`src/hdl/rdsm_pkg.sv`:
```
`default_nettype none
package rdsm_pkg;

	localparam logic [7:0] STAR_BYTE = 8'h2A;
	localparam logic [7:0] DOT_BYTE = 8'h2E;

	typedef enum logic [1:0] {
		KIND_CLEAR = 2'd0,
		KIND_APPEND = 2'd1,
		KIND_TEXT = 2'd2,
		KIND_RESTART = 2'd3
	} kind_t;

	// per-word command broadcast to every cell
	typedef struct packed {
		logic text;       // advance the active set by one text byte
		logic store;      // write a new element at the current count
		logic set_star;   // mark the last element as starred
		logic [7:0] pbyte; // pattern byte or text byte
	} cell_ctl_t;

	// neighbor link between adjacent cells
	typedef struct packed {
		logic adv;   // prefix advanced past a plain element
		logic carry; // closure through a starred element
	} link_t;

endpackage
`default_nettype wire

```
`src/hdl/rdsm_cell.sv`:
```
`default_nettype none
module rdsm_cell #(
	parameter int IDX = 0,
	parameter int CNT_W = 6
) (
	input wire logic clk,
	input wire logic arst_n,
	input wire logic accept,
	input wire rdsm_pkg::cell_ctl_t ctl,
	input wire logic [CNT_W-1:0] count_q,
	input wire logic [CNT_W-1:0] count_next,
	input wire rdsm_pkg::link_t link_in,
	output rdsm_pkg::link_t link_out,
	output logic active_out
);

	logic [7:0] byte_q;
	logic any_q;
	logic star_q;
	logic active_q;

	logic store_here;
	logic star_here;
	logic [7:0] byte_n;
	logic any_n;
	logic star_n;
	logic used_n;
	logic takes;
	logic nxt;
	logic fin;

	always_comb begin
		store_here = ctl.store && (count_q == CNT_W'(IDX));
		star_here = ctl.set_star && (count_q == CNT_W'(IDX + 1));
		byte_n = store_here ? ctl.pbyte : byte_q;
		any_n = store_here ? (ctl.pbyte == rdsm_pkg::DOT_BYTE) : any_q;
		star_n = store_here ? 1'b0 : (star_here ? 1'b1 : star_q);
		used_n = CNT_W'(IDX) < count_next;
		takes = any_n || (byte_n == ctl.pbyte);
		// restart, clear and append put only the empty prefix in the set, before star closure
		if (ctl.text) begin
			nxt = (used_n && active_q && takes && star_n) || link_in.adv;
		end else begin
			nxt = (IDX == 0);
		end
		fin = nxt || link_in.carry;
		link_out.adv = ctl.text && used_n && active_q && takes && !star_n;
		link_out.carry = used_n && star_n && fin;
		active_out = fin;
	end

	always_ff @(posedge clk) begin
		if (accept) begin
			byte_q <= byte_n;
			any_q <= any_n;
			star_q <= star_n;
		end
	end

	always_ff @(posedge clk or negedge arst_n) begin
		if (!arst_n) begin
			active_q <= (IDX == 0);
		end else if (accept) begin
			active_q <= fin;
		end
	end

endmodule
`default_nettype wire

```
`src/hdl/regex_dot_star_full_match_unit.sv`:
```
`default_nettype none
// Whole-text matcher for patterns of literal bytes, '.' (any byte) and '*' (zero or
// more of the element before it). Every input word carries a kind: clear pattern,
// append pattern byte, text byte or restart text; every word gives exactly one result
// word with matched (text since last restart matches the whole pattern), pattern_full
// (sticky, a pattern byte was dropped for lack of room) and pattern_bad (sticky, leading
// or doubled star; nothing matches while set). Appending a pattern byte also restarts
// the text. The pattern lives in a row of MAX_ELEMENTS cells, one per element, each
// holding its element and the active bit of the prefix in front of it. A word is taken
// every cycle that in_stall is low and its result is registered into the output buffer, so
// the block runs at one word per clock while not stalled. The longest path is the
// star closure rippling from cell to cell along the whole row, so its length grows with
// MAX_ELEMENTS. A two-deep output buffer lets a word be taken while a result still
// waits; in_stall rises only when both result slots are full.
module regex_dot_star_full_match_unit #(
	parameter int MAX_ELEMENTS = 32
) (
	input wire logic clk,
	input wire logic arst_n,
	input wire logic in_valid,
	output logic in_stall,
	input wire logic [1:0] kind,
	input wire logic [7:0] data_byte,
	output logic out_valid,
	input wire logic out_stall,
	output logic matched,
	output logic pattern_full,
	output logic pattern_bad
);

	localparam int CNT_W = $clog2(MAX_ELEMENTS + 1);

	// pattern bookkeeping
	logic [CNT_W-1:0] count_q;
	logic [CNT_W-1:0] count_next;
	logic bad_q;
	logic bad_next;
	logic full_q;
	logic full_next;
	logic last_star_q;
	logic last_star_next;

	logic accept;
	rdsm_pkg::cell_ctl_t ctl;
	rdsm_pkg::kind_t kind_w;
	logic is_star;
	logic at_cap;

	// cell row
	rdsm_pkg::link_t links [0:MAX_ELEMENTS];
	logic [MAX_ELEMENTS:0] final_vec;
	logic matched_n;

	// output buffer: main slot plus skid slot
	logic out_valid_q;
	logic matched_q;
	logic full_out_q;
	logic bad_out_q;
	logic skid_valid_q;
	logic skid_matched_q;
	logic skid_full_q;
	logic skid_bad_q;
	logic pop;

	assign in_stall = skid_valid_q;
	assign accept = in_valid && !skid_valid_q;
	assign pop = out_valid_q && !out_stall;

	always_comb begin
		kind_w = rdsm_pkg::kind_t'(kind);
		is_star = (data_byte == rdsm_pkg::STAR_BYTE);
		at_cap = (count_q == CNT_W'(MAX_ELEMENTS));

		ctl.text = 1'b0;
		ctl.store = 1'b0;
		ctl.set_star = 1'b0;
		ctl.pbyte = data_byte;
		count_next = count_q;
		bad_next = bad_q;
		full_next = full_q;
		last_star_next = last_star_q;

		case (kind_w)
			rdsm_pkg::KIND_CLEAR: begin
				count_next = '0;
				bad_next = 1'b0;
				full_next = 1'b0;
				last_star_next = 1'b0;
			end
			rdsm_pkg::KIND_APPEND: begin
				// once full, every pattern byte is dropped, stars too
				if (!full_q) begin
					if (is_star) begin
						if ((count_q == '0) || last_star_q) begin
							bad_next = 1'b1;
						end else begin
							ctl.set_star = 1'b1;
							last_star_next = 1'b1;
						end
					end else if (at_cap) begin
						full_next = 1'b1;
					end else begin
						ctl.store = 1'b1;
						count_next = count_q + CNT_W'(1);
						last_star_next = 1'b0;
					end
				end
			end
			rdsm_pkg::KIND_TEXT: begin
				ctl.text = 1'b1;
			end
			rdsm_pkg::KIND_RESTART: begin
				ctl.text = 1'b0;
			end
			default: begin
				ctl.text = 1'b0;
			end
		endcase
	end

	// nothing flows into the first cell
	assign links[0] = '0;

	genvar g;
	generate
		for (g = 0; g < MAX_ELEMENTS; g++) begin : g_cell
			rdsm_cell #(
				.IDX(g),
				.CNT_W(CNT_W)
			) u_cell (
				.clk(clk),
				.arst_n(arst_n),
				.accept(accept),
				.ctl(ctl),
				.count_q(count_q),
				.count_next(count_next),
				.link_in(links[g]),
				.link_out(links[g+1]),
				.active_out(final_vec[g])
			);
		end
	endgenerate

	// prefix past the last possible element has no element of its own
	assign final_vec[MAX_ELEMENTS] = links[MAX_ELEMENTS].adv || links[MAX_ELEMENTS].carry;

	// whole pattern consumed: the prefix at the element count is active
	assign matched_n = !bad_next && final_vec[count_next];

	always_ff @(posedge clk or negedge arst_n) begin
		if (!arst_n) begin
			count_q <= '0;
			bad_q <= 1'b0;
			full_q <= 1'b0;
			last_star_q <= 1'b0;
		end else if (accept) begin
			count_q <= count_next;
			bad_q <= bad_next;
			full_q <= full_next;
			last_star_q <= last_star_next;
		end
	end

	// output buffer control
	always_ff @(posedge clk or negedge arst_n) begin
		if (!arst_n) begin
			out_valid_q <= 1'b0;
			skid_valid_q <= 1'b0;
		end else if (skid_valid_q) begin
			if (pop) begin
				skid_valid_q <= 1'b0;
			end
		end else if (accept) begin
			if (out_valid_q && !pop) begin
				skid_valid_q <= 1'b1;
			end else begin
				out_valid_q <= 1'b1;
			end
		end else if (pop) begin
			out_valid_q <= 1'b0;
		end
	end

	// output buffer payload
	always_ff @(posedge clk) begin
		if (skid_valid_q) begin
			if (pop) begin
				matched_q <= skid_matched_q;
				full_out_q <= skid_full_q;
				bad_out_q <= skid_bad_q;
			end
		end else if (accept) begin
			if (out_valid_q && !pop) begin
				skid_matched_q <= matched_n;
				skid_full_q <= full_next;
				skid_bad_q <= bad_next;
			end else begin
				matched_q <= matched_n;
				full_out_q <= full_next;
				bad_out_q <= bad_next;
			end
		end
	end

	assign out_valid = out_valid_q;
	assign matched = matched_q;
	assign pattern_full = full_out_q;
	assign pattern_bad = bad_out_q;

endmodule
`default_nettype wire

```
`config.mk`:
```
export PLATFORM = sky130hd
export DESIGN_NAME = regex_dot_star_full_match_unit
export DESIGN_NICKNAME = d
export VERILOG_FILES = /design/src/hdl/rdsm_pkg.sv /design/src/hdl/rdsm_cell.sv /design/src/hdl/regex_dot_star_full_match_unit.sv
export SDC_FILE = /design/constraint.sdc
export NUM_CORES = 1
export LEC_CHECK = 0
export ABC_AREA = 1
export BUFFER_PORTS_ARGS = -buffer_cell sky130_fd_sc_hd__buf_2
export CORE_AREA = 2 2 292 294
export CTS_CLUSTER_SIZE = 24
export DETAILED_ROUTE_END_ITERATION = 10
export DIE_AREA = 0 0 294 296
export PLACE_DENSITY = 0.49
export SLEW_MARGIN = 20
export SYNTH_ARGS = -nofsm -noshare
export SYNTH_HDL_FRONTEND = slang
export SYNTH_HIERARCHICAL = 1
export SYNTH_SLANG_ARGS = --single-unit
```
`constraint.sdc`:
```
create_clock -name clk -period 22 [get_ports clk]
set_input_delay 6.6 -clock clk [delete_from_list [all_inputs] [get_ports clk]]
set_output_delay 6.6 -clock clk [all_outputs]
set_load 0.02 [all_outputs]
```
==> impl_results.md, run 1 <==
* I/O pins at 19
* Post-Route Utilization at 0.378
* Static leakage at between 15 and 20 nW
* Top cells by count, synth: 1104 x nand2_1, 868 x inv_1, 326 x edfxtp_1
* Crit path capture type: flop
* # setup viols final at 0
* Crit path kind: in -> reg
* Ratio of cells with drive above 1 in the final layout at 0.172
* Fillers at just under 9000
* Largest net degree at the start of global routing at 109
* Minimum clock period at around 17 ns
* H-tree levels at 2
* Synth area leaders: edfxtp_1 34%, nand2_1 14%, inv_1 11%
* Worst path arrival time at 17.05 ns
* Vias in the first global route at roughly 22000
* Core area at between 80000 and 90000 µm²
* CP dominant cell by count: inv_1
* Max Buffers Root-to-Sink at 3
* Routed WL per cell at between 10 and 15 µm
* Critical-path top delay cell: nor2_2
* Post-Synthesis Cells at between 4000 and 5000
* Post-synth EDFFs at approximately 330
* Post-route DRC at 0
* Vias at around 24000
* Largest stage delay on the critical path at around 0.52 ns
* Antenna Nets Post-Route at 0
* Top-count cell post-synth: nand2_1
* Distinct cell type count after synthesis at 58
* Global-route total usage across every layer at 0.175
* PwrDens at between 90 and 100 nW/µm²
* Synth Cell Area at 29100 µm²
* Die area at around 87000 µm²
* Initial antenna violation count at 2
* Critical Path Start Type: input port
* Clk sinks at approximately 370
* First-pass GRT wire length at about 120000 µm
* Routability cong. at ~0.83
* Required @ worst endpoint at 22.48 ns
* Dpl cells at 5156
* # rows at 107
* IO Port Bufs at 18
* N_diodes at 0
* Skew-Pair Late Insertion Delay at roughly 0.6 ns
* Async set-reset flop share out of synthesis at 0.117
* #FFs+latches synth at roughly 370
* Status: complete, no violations
* Postcts setup bufs at 0
* Final WL at between 70000 and 80000 µm
* Fin. Hold Viols at 0
* CP max FO at 39
* Final HPWL DP at about 49000 µm
* Hold slack at between 0.5 and 0.6 ns
* Vias per cell at around 4.6
* Final #Nets at slightly above 4000
* Seq/Total Area, Yosys at 0.373
* Die height at around 300 µm
* TritonCTS clock tree: yes
* Synth warn at 6
* Period utilisation layout at 0.753
* Worst Skew at 0.0351 ns
* CTS root buf: clkbuf_16
* Post-synth top area cell: edfxtp_1
* Die width at 294 µm
* Syn avg cell area at about 7.1 µm²
* Worst Tran Pin Value at 1.01 ns
* Starting DRT DRC Count at 1545
* Post-route setup TNS at 0 ns
* Ys flop type: edfxtp_1
* Hold Crit Class: reg -> reg
* FMAX at ~0.060 GHz
* Max Cap Viol at 0
* Synthesis-to-layout area growth at 9.37%
* Clk slew on worst S/H paths at approximately 0.06 ns
* Max-slew violations at 0
* Gr ovfl total at 0
* # hold bufs at CTS at 0
* Area share of the largest cell type after synthesis at 0.336
* Final non-filler cell total at between 5000 and 6000
* Relative slew slack at 0.330
* RSZ-0062 raised after global routing: false
* Maximum VDD drop at around 54 µV
* Cts bufs inserted at 49
* TritonRoute pass-1 iters at 5
* Post-CTS sizing at 0
* Starting density of the core at 0.346
==> sequential cells by signal (all words and copies together), names as in the netlist <==
name,cells
in_stall,1
skid_matched_q,1
pattern_full,1
last_star_q,1
bad_q,1
skid_bad_q,1
g_cell.u_cell/byte_q,256
g_cell.u_cell/active_q,32
out_valid,1
skid_full_q,1
g_cell.u_cell/any_q,32
matched,1
pattern_bad,1
g_cell.u_cell/star_q,32
count_q,6
full_q,1
==> cells by family after synthesis <==
group	count (synthesis)	share of synthesized area
flops	369	0.373
buf+inv	1071	0.154
xor+xnor	2	0.000602
simple gates	2235	0.391
other cells	1	0.000129
compound gates	421	0.0803
fa+ha+maj	2	0.000859
==> path summary, 6_finish.rpt <==
check,cells after the start,slack (ns),start,endpoint
max in group asynchronous,2,15.33,arst_n,count_q[0]$_DFFE_PN0P_
max reg2reg,85,10.93,count_q[0]$_DFFE_PN0P_,matched$_DFFE_PP_
min,2,0.52,skid_bad_q$_DFFE_PP_,pattern_bad$_DFFE_PP_
min in group asynchronous,2,6.13,arst_n,in_stall$_DFF_PN0_
min reg2reg,2,0.52,skid_bad_q$_DFFE_PP_,pattern_bad$_DFFE_PP_
max,87,5.43,data_byte[0],matched$_DFFE_PP_
==> area by class of cell <==
cell class                      instances  area [µm²]  share of cell area
Clock inverter                         23         239             0.00750
Sequential cell                       369       10900               0.341
Clock buffer                           69        1450              0.0456
Multi-Input combinational cell       2662       13800               0.434
Inverter                              977        3680               0.116
Timing Repair Buffer                   58         423              0.0133
Tap cell                             1090        1360              0.0428
==> critical path, delay by kind of cell <==
family / cells / cell delay (ns)
AOI/OAI and AO/OA: 33 / 4.85
and+or+nand+nor: 21 / 2.68
buffers and inverters: 33 / 2.81
==> layer usage <==
layer	up-vias	wire [µm]	share of wire	track usage
li1	12900	-	-	-
met1	10900	36800	0.48	0.240
met2	348	34100	0.45	0.287
met3	115	3210	0.042	0.0263
met4	0	2070	0.027	0.0504
met5	-	0	0	0
==> metrics by stage <==
step | total power, W | setup WS (ns) | instance area, µm²
2_1_floorplan | 0.00200 | 4.82 | 29100
3_3_place_gp | 0.00225 | 4.85 | 30200
3_5_place_dp | 0.00225 | 4.91 | 30200
4_1_cts | 0.00312 | 5.52 | 31900
5_1_grt | 0.00332 | 4.14 | 31900
6_report | 0.00308 | 5.43 | 31900
==> power by group <==
part	internal (W)	total [W]	switching [W]
logic	0.000360	0.00111	0.000752
registers	0.00100	0.00113	0.000124
clock network	0.000517	0.000846	0.000329
==> cells in the final DEF (no fill, tap or decap), drive strengths merged, types with 7 or more instances in the layout <==
cell type	n
a21boi	19
a21oi	59
a31oi	10
buf	58
clkbuf	69
clkinv	20
dfrtp	42
edfxtp	326
inv	974
nand2	1254
nand3	417
nand3b	89
nand4	100
nor2	298
nor3	12
nor4	21
o21a	7
o21ai	291
o21bai	8
or2	39
(Power assumes the default switching activity.)
==> run 2, diff against run 1 <==
- clock period: 22 -> 16.55 ns (I/O delays scaled with it)
==> run 2 against run 1 <==
Compared with the run above: first-iteration DRC count is 12% higher; highest routed layer unchanged; register-to-register slack worse by 5.1 ns; critical path type unchanged; total power is 31% higher; global-route usage is 0.52 points higher; cell count hardly changed; design area is 0.39% lower; largest cell class unchanged.
==> impl_results.md, run 2 (synthesis results as in run 1) <==
* Post-route setup TNS at 0 ns (unchanged)
* Vias in the first global route at 22500 (was 22300)
* Starting DRT DRC Count at 1732 (was 1545)
* Top Family by Delay on Critical Path: compound AO/OA/AOI/OAI gates (unchanged)
* Clk sinks at 369 (unchanged)
* Fillers at 8936 (was 8899)
* Crit path capture type: flop (unchanged)
* Most frequent cells in the layout: 1104 x nand2_1, 867 x inv_1, 326 x edfxtp_1 (unchanged)
* Cts bufs inserted at 48 (was 49)
* Largest register FFs at 256 (unchanged)
* Routability cong. at 0.885 (was 0.827)
* Synthesis-to-layout area growth at 8.94% (was 9.37%)
* Area taken by multi-input logic gates at 13800 µm² (unchanged)
* TritonRoute pass-1 iters at 5 (unchanged)
* Post-route DRC at 0 (unchanged)
* # setup viols final at 0 (unchanged)
* Power share of the sequential group at 0.366 (was 0.365)
* Sw frac at 0.401 (was 0.391)
* Hold slack at 0.542 ns (was 0.524 ns)
* Die area at 87000 µm² (unchanged)
* Hold Crit Class: reg -> reg (unchanged)
* Largest stage delay on the critical path at 0.41 ns (was 0.52 ns)
* CP max FO at 27 (was 39)
* Fin. Hold Viols at 0 (unchanged)
* Starting density of the core at 0.346 (unchanged)
* Critical Path Start Type: input port (unchanged)
* Final HPWL DP at 50200 µm (was 48600 µm)
* CTS root buf: clkbuf_16 (unchanged)
* NetSw at 0.00161 W (was 0.00120 W)
* Static leakage at 15.9 nW (was 16.0 nW)
* Clk slew on worst S/H paths at 0.06 ns (about the same)
* Die height at 296 µm (unchanged)
* Postcts setup bufs at 0 (unchanged)
* Flop-to-flop setup slack at 5.86 ns (was 10.93 ns)
* Largest net degree at the start of global routing at 184 (was 109)
* Clk network pwr share at 0.256 (was 0.274)
* Post-CTS sizing at 0 (unchanged)
* Max-slew violations at 0 (unchanged)
* HP Start: last_star_q$_DFFE_PN0P_ (was skid_bad_q$_DFFE_PP_)
* Gr ovfl total at 0 (unchanged)
* Max Cap Viol at 0 (unchanged)
* Required @ worst endpoint at 17.02 ns (was 22.48 ns)
* Ratio of cells with drive above 1 in the final layout at 0.171 (was 0.172)
* Worst Tran Pin Value at 1.10 ns (was 1.01 ns)
* H-tree levels at 2 (unchanged)
* Global-route total usage across every layer at 0.181 (was 0.175)
* Buf/Inv on CP at 32 (was 33)
* TritonCTS clock tree: yes (unchanged)
* FMAX at around 0.068 GHz
* CP startpoint: data_byte[6] (was data_byte[0])
* Crit path kind: in -> reg (unchanged)
* # hold bufs at CTS at 0 (unchanged)
* N_diodes at 0 (unchanged)
* # rows at 107 (unchanged)
* I/O pins at 19 (unchanged)
* Final WL at 78000 µm (was 76100 µm)
* PwrDens at 127 nW/µm² (was 96.8 nW/µm²)
* Comb pwr share at 0.378 (was 0.361)
* Critical-path top delay cell: buf_4 (was nor2_2)
* Core area at 84200 µm² (unchanged)
* Maximum VDD drop at 87.9 µV (was 54.2 µV)
* Worst Skew at 0.0210 ns (was 0.0351 ns)
* Worst r2r src: count_q[0]$_DFFE_PN0P_ (unchanged)
* Initial antenna violation count at 5 (was 2)
* Largest reg by FF count: g_cell.u_cell/byte_q (unchanged)
* Register area at 10900 µm² (unchanged)
* Vias at 24500 (was 24300)
* Skew-Pair Late Insertion Delay at 0.60 ns (was 0.61 ns)
* IO Port Bufs at 18 (unchanged)
* Relative slew slack at 0.269 (was 0.330)
* Vias per cell at 4.67 (was 4.63)
* Routed WL per cell at 14.9 µm (was 14.5 µm)
* Most common cell after layout, fill and taps aside: nand2_1 (unchanged)
* Die width at 294 µm (unchanged)
* Antenna Nets Post-Route at 0 (unchanged)
* Post-Route Utilization at 0.377 (was 0.378)
* Minimum clock period at around 15 ns
* Period utilisation layout at 0.884
* Design Power at 0.00403 W (was 0.00308 W)
* Final #Nets at 4138 (was 4133)
* Max Buffers Root-to-Sink at 3 (unchanged)
* Status: complete, no violations (unchanged)
* Worst path arrival time at 15.09 ns (was 17.05 ns)
* RSZ-0062 raised after global routing: false (unchanged)
* First-pass GRT wire length at 125000 µm (was 123000 µm)
* Pint at 0.00241 W (was 0.00188 W)
-- run 2: cell types whose count changed in the layout (fill, tap and decap cells not counted) --
cell        before  now
clkbuf_16       51   49
clkinv_1        10   11
buf_12           1    2
inv_6            1    0
clkbuf_8        11    5
clkbuf_1         7   13
bufinv_16        5    2
clkinvlp_4       1    0
buf_4           47   52
clkinv_2        10   12
inv_16           0    1
-- run 2: power by group through the flow --
stage / Sequential [W] / Combinational, W / Clock, W
6_report: 0.00147 / 0.00152 / 0.00103
2_1_floorplan: 0.00157 / 0.00109 / 0
3_3_place_gp: 0.00149 / 0.00153 / 0
3_5_place_dp: 0.00149 / 0.00153 / 0
5_1_grt: 0.00150 / 0.00174 / 0.00110
4_1_cts: 0.00147 / 0.00154 / 0.00107
-- run 2: path summary, 6_finish.rpt --
| path | endpoint | cells after the start |
|---|---|---|
| min in group asynchronous | g_cell[31].u_cell/active_q$_DFFE_PN0P_ | 2 |
| worst min register to register | last_star_q$_DFFE_PN0P_ | 2 |
| max in group asynchronous | count_q[1]$_DFFE_PN0P_ | 2 |
| worst max register to register | matched$_DFFE_PP_ | 84 |
| worst min-delay path | last_star_q$_DFFE_PN0P_ | 2 |
| worst max-delay path | matched$_DFFE_PP_ | 84 |
-- run 2: area by class of cell --
class | instances | area share
clock buffer | 67 | 0.0424
clock inverter | 22 | 0.00524
inverter | 977 | 0.116
multi-input combinational | 2662 | 0.436
sequential | 369 | 0.343
tap | 1090 | 0.0430
timing repair buffer | 64 | 0.0151
-- run 2: layer usage --
metal / GRT usage / wire length, µm / vias up
li1: - / - / 13000
met1: 0.247 / 37800 / 11100
met2: 0.299 / 35100 / 331
met3: 0.0254 / 3290 / 99
met4: 0.0467 / 1840 / 0
met5: 0 / 0 / -
-- run 2: worst register-to-register path, delay by kind of cell (launching register included) --
| family | cells | cell delay, ns |
|---|---|---|
| flops | 1 | 0.34 |
| simple gates | 16 | 1.77 |
| compound gates | 33 | 4.84 |
| fa+ha+maj | 1 | 0.26 |
| buf+inv | 34 | 3.33 |
-- run 2: through the flow --
stage          worst slack, ns  cells  instance area, µm²
2_1_floorplan             1.00   4102               29100
3_3_place_gp              1.42   5162               30200
3_5_place_dp              1.51   5162               30200
4_1_cts                   2.07   5251               31700
5_1_grt                  0.358   5251               31700
6_report                  1.93   5251               31700
